$ cat config.mk
export PLATFORM = sky130hd
export DESIGN_NAME = rcm_div
export DESIGN_NICKNAME = d
export VERILOG_FILES = /design/src/hw/rtl/rcm_pkg.sv /design/src/hw/rtl/rcm_div.sv
export SDC_FILE = /design/constraint.sdc
export NUM_CORES = 1
export LEC_CHECK = 0
export BUFFER_PORTS_ARGS = -buffer_cell sky130_fd_sc_hd__buf_4
export CORE_MARGIN = 4
export CORE_UTILIZATION = 40
export CTS_CLUSTER_SIZE = 8
export DETAILED_ROUTE_END_ITERATION = 12
export PLACE_DENSITY = 0.63
export SYNTH_ARGS = -nofsm -noshare
export SYNTH_HDL_FRONTEND = slang
export SYNTH_SLANG_ARGS = --single-unit
$ cat constraint.sdc
create_clock -name clk -period 5.25 [get_ports clk]
set_input_delay 0.2625 -clock clk [delete_from_list [all_inputs] [get_ports clk]]
set_output_delay 0.2625 -clock clk [all_outputs]
set_load 0.02 [all_outputs]
$ cat src/hw/rtl/rcm_pkg.sv
`timescale 1ns / 1ps

package rcm_pkg;

	localparam int SAMPLE_W = 16;
	localparam int MEAN_W   = 32;
	localparam int DELTA_W  = 33;
	localparam int CM_W     = 64;
	localparam int CNT_W    = 16;
	localparam int IDX_W    = 2;
	localparam int STAT_W   = 2;
	localparam int PROD_W   = 64;
	localparam int Q_W      = 48;

	localparam logic [CNT_W-1:0] COUNT_MAX = 16'hFFFF;

	localparam logic CMD_UPDATE = 1'b0;
	localparam logic CMD_READ   = 1'b1;

	localparam logic [STAT_W-1:0] ST_OK   = 2'd0;
	localparam logic [STAT_W-1:0] ST_FEW  = 2'd1;
	localparam logic [STAT_W-1:0] ST_FULL = 2'd2;

endpackage

$ cat src/hw/rtl/rcm_div.sv
`timescale 1ns / 1ps

// Restoring divider, one quotient bit per cycle.
module rcm_div #(
	parameter int W = 48
) (
	input  logic                         clk,
	input  logic                         arst_n,
	input  logic                         start,
	input  logic [W-1:0]                 dividend,
	input  logic [rcm_pkg::CNT_W-1:0]    divisor,
	output logic [W-1:0]                 quotient,
	output logic                         busy
);

	localparam int CW = $clog2(W + 1);

	logic [CW-1:0]               cnt_q;
	logic [rcm_pkg::CNT_W-1:0]   rem_q;
	logic [rcm_pkg::CNT_W-1:0]   div_q;
	logic [W-1:0]                quo_q;
	logic [rcm_pkg::CNT_W:0]     trial;
	logic [rcm_pkg::CNT_W:0]     diff;
	logic                        ge;

	assign trial = {rem_q, quo_q[W-1]};
	assign ge    = trial >= {1'b0, div_q};
	assign diff  = trial - {1'b0, div_q};

	always_ff @(posedge clk or negedge arst_n) begin
		if (!arst_n) begin
			cnt_q <= '0;
		end else if (start) begin
			cnt_q <= CW'(W);
		end else if (cnt_q != '0) begin
			cnt_q <= cnt_q - CW'(1);
		end
	end

	always_ff @(posedge clk) begin
		if (start) begin
			rem_q <= '0;
			div_q <= divisor;
			quo_q <= dividend;
		end else if (cnt_q != '0) begin
			rem_q <= ge ? diff[rcm_pkg::CNT_W-1:0] : trial[rcm_pkg::CNT_W-1:0];
			quo_q <= {quo_q[W-2:0], ge};
		end
	end

	assign quotient = quo_q;
	assign busy     = cnt_q != '0;

endmodule

==> results.md <==
- Synth Register Bits: 86
- Area grow syn2layout: 26.1%
- Post-CTS Hold Fix Bufs: 1
- Leakage: 2.37 nW
- R2r worst-path depth: 9
- Slew HR: 25.6%
- Ys async rst share: 6.98%
- Seq/Total Area, Yosys: 53.8%
- CTS tree: built
- Worst Clk Skew: 0.00980 ns
- Largest buffer count on any clock path: 2
- Nets: 572
- DR DRC count: 0
- Post-synth EDFFs: 64
- Tmin final: 2.92 ns
- Layout cells sized above 1: 39.3%
- Syn Area/Cell: 11.8 um2
- Grt total ovfl: 0
- Htree depth: 3
- FP Rows: 38
- Worst path cell trace: inv_1 -> ha_1 -> nand2b_1 -> nor4_2 -> buf_4 -> clkinv_1 -> buf_4
- RSZ-0062 raised after global routing: no
- Largest net degree at the start of global routing: 49
- M1 WL: 4250 um
- Clock root cell: clkbuf_8
- Reg-to-reg slack, setup: 2.39 ns
- Reg2Reg Launch Point: div_q[4]
- Post-Syn Instances: 376
- FMAX: 0.342 GHz
- Sequential cell area: 2390 um2
- Cells resized by post-CTS repair: 0
- Syn nets: 461
- Synth warn: 0
- Core box area: 10800 um2
- WS Path Type: reg2out
- Starting density of the core: 41.0%
- R2r endpoint: rem_q[12]
- Final TNS setup: 0 ns
- Detailed Routing Iterations Pass 1: 5
- CP max stage cell: clkinv_1
- WHS: 0.0610 ns
- Inserted Diodes: 0
- Die X: 113 um
- IO buf count: 115
- Global placer's final weighted congestion: 0.852
- DR top layer: met4
- Hold Fails Final Rpt: 0
- Clk sinks: 86
- Setup-failing EPs final: 0
- Hold Crit Depth: 1
- Met2 WL: 5250 um
- Min-Delay Endpoint: div_q[0]
- # fillers: 983
- Count of cell types in the netlist: 56
- Predominant post-synthesis flop cell: edfxtp_1
- Area of the multi-input gates: 1890 um2
- WL/cell: 16.4 um
- Wire length of the first global-routing pass: 16800 um
- Met3 routed WL: 630 um
- Boundary Pins: 116
- Detail Route Antenna Nets: 0
- Crit start category: flip-flop
- Vias in the first global route: 3346
- Least-Margin Pin Slew: 1.11 ns
- Crit share post-route: 55.7%
- CP endpoint kind: output port
- CP Max Fanout: 30
- Die Height: 113 um
- Slew Viols, Final: 0
- Via count: 3318
- Slowest Stage Delay on Critical Path: 0.59 ns
- Max-Cap Viols: 0
- Overall Global Routing Usage: 16.7%
- Post-Syn Area: 4450 um2
- Most frequent cells in the layout: 117 x buf_4, 64 x edfxtp_1, 49 x mux2_2
- Skew-Pair Late Insertion Delay: 0.37 ns
- Setup bufs post-CTS: 0
- Arr. time, crit path: 2.66 ns
- Required time worst endpoint: 4.99 ns
- Drt via density: 5.26
- Power Density: 395 nW/um2
- DRT iter0 DRCs: 151
- DPL Wire Length: 7350 um
- Status: completed
- Most common cell after layout, fill and taps aside: buf_4
- Final WL: 10300 um
- Max IR drop VDD: 222 uV
- HP Start: divisor[0]
- Clock slew at reported path FFs: 0.09 ns
- CTS Buf Count: 9
- Hold Path Class: in2reg
- Most frequent cell on the critical path: buf_4
- Die Area: 12900 um2
- Antenna violations before repair: 0
[logic make-up after synthesis]
kind of cell / Yosys count / share of synthesized area [%]
multiplexers: 50 / 12.6
adder cells (fa/ha/maj): 18 / 5.23
AND/OR/NAND/NOR: 102 / 11.7
buffers and inverters: 42 / 3.88
XOR/XNOR: 10 / 1.97
AO/OA/AOI/OAI: 68 / 10.9
flip-flops: 86 / 53.8
[registers in the layout, indices dropped and copies added (netlist names)]
register and cells:
cnt_q 6, quotient 48, div_q 16, rem_q 16
[metal layers]
metal / global-route usage (%) / up-vias
li1: - / 1624
met2: 28.6 / 83
met3: 5.68 / 13
met4: 6.33 / 0
met1: 19.3 / 1598
met5: 0 / -
[where the power goes]
part           switching [mW]  internal [mW]  total (mW)
combinational           0.471          0.399       0.870
clock                   0.255          0.172       0.428
sequential             0.0721          0.847       0.919
[critical path: cells and delay by family, from the launching register on]
family                     cells  cell delay [ns]
buffers and inverters          4             1.40
DFF                            1             0.38
and+or+nand+nor                2             0.28
adders and majority gates      1             0.22
[how the worst max path moves through the flow]
stage	start	endpoint	slack (ns)
final	cnt_q[0]	busy	2.33
after global routing	div_q[4]	rem_q[12]	2.11
after detailed placement	div_q[4]	rem_q[12]	2.42
after global placement	div_q[4]	quotient[0]	2.55
after floorplan	cnt_q[0]	quotient[0]	2.17
after CTS	cnt_q[0]	busy	2.25
[final cells by class]
class | count | share of cell area, %
clock buffers | 9 | 2.21
clock inverters | 6 | 0.847
multi-input cells | 248 | 33.7
flip-flops and latches | 86 | 42.6
inverters | 24 | 1.61
repair buffers | 118 | 15.8
well taps | 140 | 3.12
[cells in the mapped netlist, drive strengths merged, types with 2 or more instances]
cell type,instances,area (um2)
nor2,26,100
nand3,9,45.0
nor4,9,56.3
dfrtp,6,150
nand4,2,12.5
o31a,2,17.5
and2,2,12.5
a21o,6,45.0
dfxtp,16,320
ha,17,213
o21a,5,37.5
a211o,2,17.5
edfxtp,64,1920
o21ai,14,70.1
xnor2,7,61.3
or3,5,31.3
o21ba,2,26.3
a31oi,2,12.5
inv,23,86.3
a211oi,8,65.1
nor3b,2,15.0
nand2,12,45.0
clkbuf,13,48.8
xor2,3,26.3
a31o,2,17.5
buf,5,33.8
o31ai,3,36.3
or2,3,18.8
a21oi,16,80.1
nor2b,3,18.8
nand3b,2,15.0
nor3,22,110
mux2,49,552
[per-stage QoR]
stage               setup WS (ns)  util, %  instances  power [mW]  cell area [um2]
global route                 2.11     51.8        631        2.37             5610
global placement             2.55     50.1        615        1.79             5430
finish                       2.33     51.8        631        2.22             5610
CTS                          2.25     51.8        631        2.24             5610
detailed placement           2.42     50.1        615        1.80             5430
floorplan                    2.17        -        376        1.57             4450
(Power assumes the default switching activity.)
