**config.mk**
```make
export PLATFORM = sky130hd
export DESIGN_NAME = rcm_lane
export DESIGN_NICKNAME = d
export VERILOG_FILES = /design/src/hw/rtl/rcm_pkg.sv /design/src/hw/rtl/rcm_div.sv /design/src/hw/rtl/rcm_lane.sv
export SDC_FILE = /design/constraint.sdc
export NUM_CORES = 2
export LEC_CHECK = 0
export BUFFER_PORTS_ARGS = -buffer_cell sky130_fd_sc_hd__buf_2
export CAP_MARGIN = 0
export CORE_ASPECT_RATIO = 1.75
export CORE_UTILIZATION = 45
export CTS_BUF_LIST = sky130_fd_sc_hd__clkbuf_16
export DETAILED_ROUTE_END_ITERATION = 7
export GPL_TIMING_DRIVEN = 0
export PLACE_DENSITY = 0.71
export SYNTH_ARGS = -nofsm -noshare
export SYNTH_HDL_FRONTEND = slang
export SYNTH_SLANG_ARGS = --single-unit
export TNS_END_PERCENT = 30
```
**constraint.sdc**
```tcl
create_clock -name clk -period 10 [get_ports clk]
set_input_delay 0 -clock clk [delete_from_list [all_inputs] [get_ports clk]]
set_output_delay 0 -clock clk [all_outputs]
set_load 0.05 [all_outputs]
```
**src/hw/rtl/rcm_pkg.sv**
```systemverilog
`timescale 1ns / 1ps

package rcm_pkg;

	localparam int SAMPLE_W = 16;
	localparam int MEAN_W   = 32;
	localparam int DELTA_W  = 33;
	localparam int CM_W     = 64;
	localparam int CNT_W    = 16;
	localparam int IDX_W    = 2;
	localparam int STAT_W   = 2;
	localparam int PROD_W   = 64;
	localparam int Q_W      = 48;

	localparam logic [CNT_W-1:0] COUNT_MAX = 16'hFFFF;

	localparam logic CMD_UPDATE = 1'b0;
	localparam logic CMD_READ   = 1'b1;

	localparam logic [STAT_W-1:0] ST_OK   = 2'd0;
	localparam logic [STAT_W-1:0] ST_FEW  = 2'd1;
	localparam logic [STAT_W-1:0] ST_FULL = 2'd2;

endpackage

```
**src/hw/rtl/rcm_div.sv**
```systemverilog
`timescale 1ns / 1ps

// Restoring divider, one quotient bit per cycle.
module rcm_div #(
	parameter int W = 48
) (
	input  logic                         clk,
	input  logic                         arst_n,
	input  logic                         start,
	input  logic [W-1:0]                 dividend,
	input  logic [rcm_pkg::CNT_W-1:0]    divisor,
	output logic [W-1:0]                 quotient,
	output logic                         busy
);

	localparam int CW = $clog2(W + 1);

	logic [CW-1:0]               cnt_q;
	logic [rcm_pkg::CNT_W-1:0]   rem_q;
	logic [rcm_pkg::CNT_W-1:0]   div_q;
	logic [W-1:0]                quo_q;
	logic [rcm_pkg::CNT_W:0]     trial;
	logic [rcm_pkg::CNT_W:0]     diff;
	logic                        ge;

	assign trial = {rem_q, quo_q[W-1]};
	assign ge    = trial >= {1'b0, div_q};
	assign diff  = trial - {1'b0, div_q};

	always_ff @(posedge clk or negedge arst_n) begin
		if (!arst_n) begin
			cnt_q <= '0;
		end else if (start) begin
			cnt_q <= CW'(W);
		end else if (cnt_q != '0) begin
			cnt_q <= cnt_q - CW'(1);
		end
	end

	always_ff @(posedge clk) begin
		if (start) begin
			rem_q <= '0;
			div_q <= divisor;
			quo_q <= dividend;
		end else if (cnt_q != '0) begin
			rem_q <= ge ? diff[rcm_pkg::CNT_W-1:0] : trial[rcm_pkg::CNT_W-1:0];
			quo_q <= {quo_q[W-2:0], ge};
		end
	end

	assign quotient = quo_q;
	assign busy     = cnt_q != '0;

endmodule

```
**src/hw/rtl/rcm_lane.sv**
```systemverilog
`timescale 1ns / 1ps

// One comoment entry: multiply the two delta magnitudes, scale by (n-1)/n
// through a serial divide, then accumulate with saturation.
module rcm_lane (
	input  logic                              clk,
	input  logic                              arst_n,
	input  logic                              start,
	input  logic [rcm_pkg::MEAN_W-1:0]        mag_a,
	input  logic [rcm_pkg::MEAN_W-1:0]        mag_b,
	input  logic                              neg,
	input  logic [rcm_pkg::CNT_W-1:0]         n,
	output logic signed [rcm_pkg::CM_W-1:0]   cm,
	output logic                              busy
);

	localparam logic [1:0] L_IDLE = 2'd0;
	localparam logic [1:0] L_KICK = 2'd1;
	localparam logic [1:0] L_WAIT = 2'd2;

	logic [1:0]                      st_q;
	logic [rcm_pkg::PROD_W-1:0]      prod_s1;
	logic                            neg_q;
	logic [rcm_pkg::CNT_W-1:0]       n_q;
	logic [rcm_pkg::Q_W-1:0]         q;
	logic [rcm_pkg::Q_W-1:0]         quo;
	logic [rcm_pkg::Q_W-1:0]         m;
	logic                            div_busy;
	logic [rcm_pkg::CM_W:0]          inc;
	logic [rcm_pkg::CM_W:0]          sum;
	logic signed [rcm_pkg::CM_W-1:0] cm_q;

	assign q = prod_s1[rcm_pkg::PROD_W-1:16];

	rcm_div #(.W(rcm_pkg::Q_W)) u_div (
		.clk      (clk),
		.arst_n   (arst_n),
		.start    (st_q == L_KICK),
		.dividend (q),
		.divisor  (n_q),
		.quotient (quo),
		.busy     (div_busy)
	);

	assign m   = q - quo;
	assign inc = neg_q ? -{17'd0, m} : {17'd0, m};
	assign sum = {cm_q[rcm_pkg::CM_W-1], cm_q} + inc;

	always_ff @(posedge clk or negedge arst_n) begin
		if (!arst_n) begin
			st_q <= L_IDLE;
			cm_q <= '0;
		end else begin
			unique case (st_q)
				L_IDLE: begin
					if (start) st_q <= L_KICK;
				end
				L_KICK: st_q <= L_WAIT;
				L_WAIT: begin
					if (!div_busy) begin
						st_q <= L_IDLE;
						if (sum[rcm_pkg::CM_W] != sum[rcm_pkg::CM_W-1])
							cm_q <= sum[rcm_pkg::CM_W] ? {1'b1, 63'd0} : {1'b0, {63{1'b1}}};
						else
							cm_q <= sum[rcm_pkg::CM_W-1:0];
					end
				end
				default: st_q <= L_IDLE;
			endcase
		end
	end

	always_ff @(posedge clk) begin
		if (start && st_q == L_IDLE) begin
			prod_s1 <= mag_a * mag_b;
			neg_q   <= neg;
			n_q     <= n;
		end
	end

	assign cm   = cm_q;
	assign busy = st_q != L_IDLE;

endmodule

```
==> flow_metrics.py <==
metrics = {
    "outcome": {
        "status": "finished, violations left",
        "violations": "max-capacitance violations, max-slew violations",
    },
    "routing": {
        "postRouteAntennaNets": 0,
        "wire_per_inst_um": 25.9,
        "vias": 41100,
        "drt_wl_total_mm": 188,
        "firstDrtPassIters": 6,
        "via_per_inst": 5.67,
        "route.detailed.drc": 0,
        "drt-initial-drc-count": 2911,
    },
    "cts": {
        "clock_latency_ns": 0.55,
        "clk_pin_slew_ns": 0.07,
        "clkSinkCount": 217,
        "ctsHtreeMaxLevel": 1,
        "clockBufferDepth": 3,
        "cts_tree": "built",
        "post_cts_buffers": 0,
        "cts_made_buffers": 20,
        "cts.root.buffer_cell": "clkbuf_16",
    },
    "yosys": {
        "yosys_warnings": 0,
        "synth_mux_area_share_pct": 0.169,
        "postSynthAreaPerCell_um2": 8.95,
        "synth_xor_area_share_pct": 3.20,
        "yosysSeqAreaShare_pct": 12.1,
        "synthArstFlopShare_pct": 33.2,
        "synth_top_family_by_area": "adder cells",
        "ys_ff_latch": 217,
        "synth_cell_type_count": 89,
        "synth_edf_count": 129,
        "synth-compound-area-share_pct": 10.7,
        "synthAdderAreaFrac_pct": 46.5,
        "syn_nets": 6930,
        "syn-cell-area_mm2": 0.0497,
        "netlist_instances": 5554,
        "synth_flop_cell": "edfxtp_1",
        "synth_simple_gate_area_share_pct": 17.8,
    },
    "die": {
        "start_util_pct": 45.3,
        "core_area_mm2": 0.110,
        "num_rows": 161,
        "die_x_um": 253,
        "dieArea_mm2": 0.112,
        "die_h_um": 442,
        "ios": 149,
    },
    "layout": {
        "fillers": 10700,
        "syn2layout_area_growth_pct": 7.43,
        "final_cell_mix": "977 x inv_1, 898 x fa_1, 674 x nand2_1, 633 x and2_1, 394 x ha_1",
        "fin_nets": 7125,
        "stdcell_area_mm2": 0.0534,
        "multi_input_area_mm2": 0.0389,
        "drive_gt1_share_pct": 5.07,
        "area.sequential_mm2": 0.00600,
        "final_common_cell": "inv_1",
    },
    "critical_path": {
        "endpoint_kind": "flop",
        "slowest_stage": "clkbuf_1",
        "worstPathRequired_ns": 10.32,
        "r2r_end": "cm[18]",
        "crit_type": "input pin to flop",
        "crit_arrival_ns": 10.07,
        "r2r_cells": 30,
        "ff2ff_setup_slack_ns": 0.76,
        "r2r_start": "prod_s1[26]",
        "endpoint": "prod_s1[54]",
        "max_stage_delay_ns": 0.99,
        "crit_path_start": "mag_a[9]",
        "cpMostUsedCell": "fa_1",
        "worstPathMaxFanout": 10,
        "cp-start-kind": "input pin",
    },
    "sta": {
        "finalHoldViolCount": 0,
        "setup_violations": 0,
        "tightest_slew_ns": 1.52,
        "fin_crit_ns": 9.76,
        "slew_headroom_pct": -1.41,
        "maxSlewViolCount": 22,
        "clock.fmax_mhz": 103,
        "finalCritPeriodShare_pct": 97.6,
        "grt_setup_unrepaired": "yes",
        "tns_ns": 0,
        "holdWs_ns": 0.0161,
        "skew_ns": 0.0270,
    },
    "flow_run": {
        "drv_cap": 4,
    },
    "global_routing": {
        "antenna_found_initial": 23,
        "overflow": 0,
        "grt_pass1_wl_mm": 277,
        "grt_pass1_vias": 43900,
        "grt_max_degree": 68,
        "track_usage_pct": 34.3,
    },
    "placed_design": {
        "gp_congestion": 1.08,
        "place_area_mm2": 0.0524,
        "io_buffer_count": 148,
        "post-dp-hpwl_mm": 157,
    },
    "min_path": {
        "hold_class": "input pin to asynchronous set/reset pin",
    },
}
[Yosys cell counts, drive strengths merged, types with 11 or more instances]
library cell | count | area share [%]
inv | 977 | 7.4
fa | 898 | 36
nand2 | 675 | 5.1
and2 | 633 | 8.0
ha | 394 | 9.9
clkbuf | 275 | 2.1
a21oi | 248 | 2.5
o21ai | 215 | 2.2
nor2 | 160 | 1.2
edfxtp | 129 | 7.8
xnor2 | 112 | 2.0
a21o | 74 | 1.1
dfrtp | 72 | 3.6
xor2 | 67 | 1.2
nand3 | 56 | 0.56
o31ai | 55 | 1.2
nor3 | 50 | 0.50
nand4 | 34 | 0.43
a211oi | 31 | 0.47
nand2b | 30 | 0.38
o21a | 24 | 0.36
nor2b | 21 | 0.26
and3 | 20 | 0.25
o211ai | 20 | 0.30
or2 | 19 | 0.24
a31oi | 18 | 0.23
maj3 | 17 | 0.37
o21bai | 17 | 0.26
dfxtp | 16 | 0.64
buf | 14 | 0.19
nor4 | 14 | 0.18
a21boi | 13 | 0.20
or3 | 13 | 0.17
o31a | 11 | 0.19
[what timing repair did]
item / CTS / global route
endpoints found under the hold margin: 92 / 0
resized for setup: 0 / 3
hold buffers: 20 / 0
endpoints found under the setup margin: 0 / 36
[sequential cells by signal, summed over array words and instances, names as in the netlist]
name	cells
cm	64
n_q	16
neg_q	1
prod_s1	48
st_q	2
u_div.cnt_q	6
u_div.div_q	16
u_div.quotient	48
u_div.rem_q	16
[metrics by stage]
step                setup WS, ns  instances  utilization [%]
floorplan                   2.66       5554                -
global placement          -0.175       7169             47.6
detailed placement        -0.267       7173             47.7
CTS                        0.283       7229             48.6
global route             -0.0124       7243             48.6
finish                     0.244       7256             48.6
[logic make-up (layout without fill, tap and decap cells)]
group,count (synthesis),after routing
AO/OA/AOI/OAI,820,820
XOR/XNOR,179,179
adder cells (fa/ha/maj),1309,1309
buffers and inverters,1266,1475
flip-flops,217,217
multiplexers,8,8
other,0,26
AND/OR/NAND/NOR,1755,1755
[worst max-delay path: cells and delay by family]
family	cells	cell delay [ns]
AO/OA/AOI/OAI	11	3.83
buffers and inverters	7	1.49
adder cells (fa/ha/maj)	9	4.22
XOR/XNOR	1	0.29
AND/OR/NAND/NOR	1	0.20
[how the worst min path moves through the flow]
stage                 from        endpoint  slack [ns]  cells after the start
finish              arst_n  u_div.cnt_q[4]        0.02                      3
global placement      n[8]          n_q[8]        0.18                      1
CTS                 arst_n  u_div.cnt_q[4]        0.02                      3
floorplan           arst_n           cm[0]       -0.30                      0
detailed placement  arst_n  u_div.cnt_q[2]       -0.17                      1
global route        arst_n  u_div.cnt_q[5]        0.06                      3
[layer usage]
| layer | share of wire [%] | vias up | GRT usage, % | wire length [um] |
|---|---|---|---|---|
| met4 | 11 | 12 | 31.0 | 21300 |
| li1 | - | 17900 | - | - |
| met5 | 0.061 | - | 0 | 115 |
| met2 | 50 | 1912 | 59.8 | 93100 |
| met3 | 6.7 | 797 | 6.21 | 12700 |
| met1 | 32 | 20500 | 34.6 | 60700 |
[area by class of cell]
cell class                 count  area share [%]
timing repair buffer         173            1.96
antenna                       26           0.122
inverter                     977            6.87
buffer                       289            2.11
clock inverter                15           0.373
sequential                   217            11.2
clock buffer                  21           0.984
multi-input combinational   4071            72.9
tap                         1467            3.44
Power is left out: the tool's default activity adds up to more than one toggle a clock period on the data nets, which glitch-free logic cannot reach.
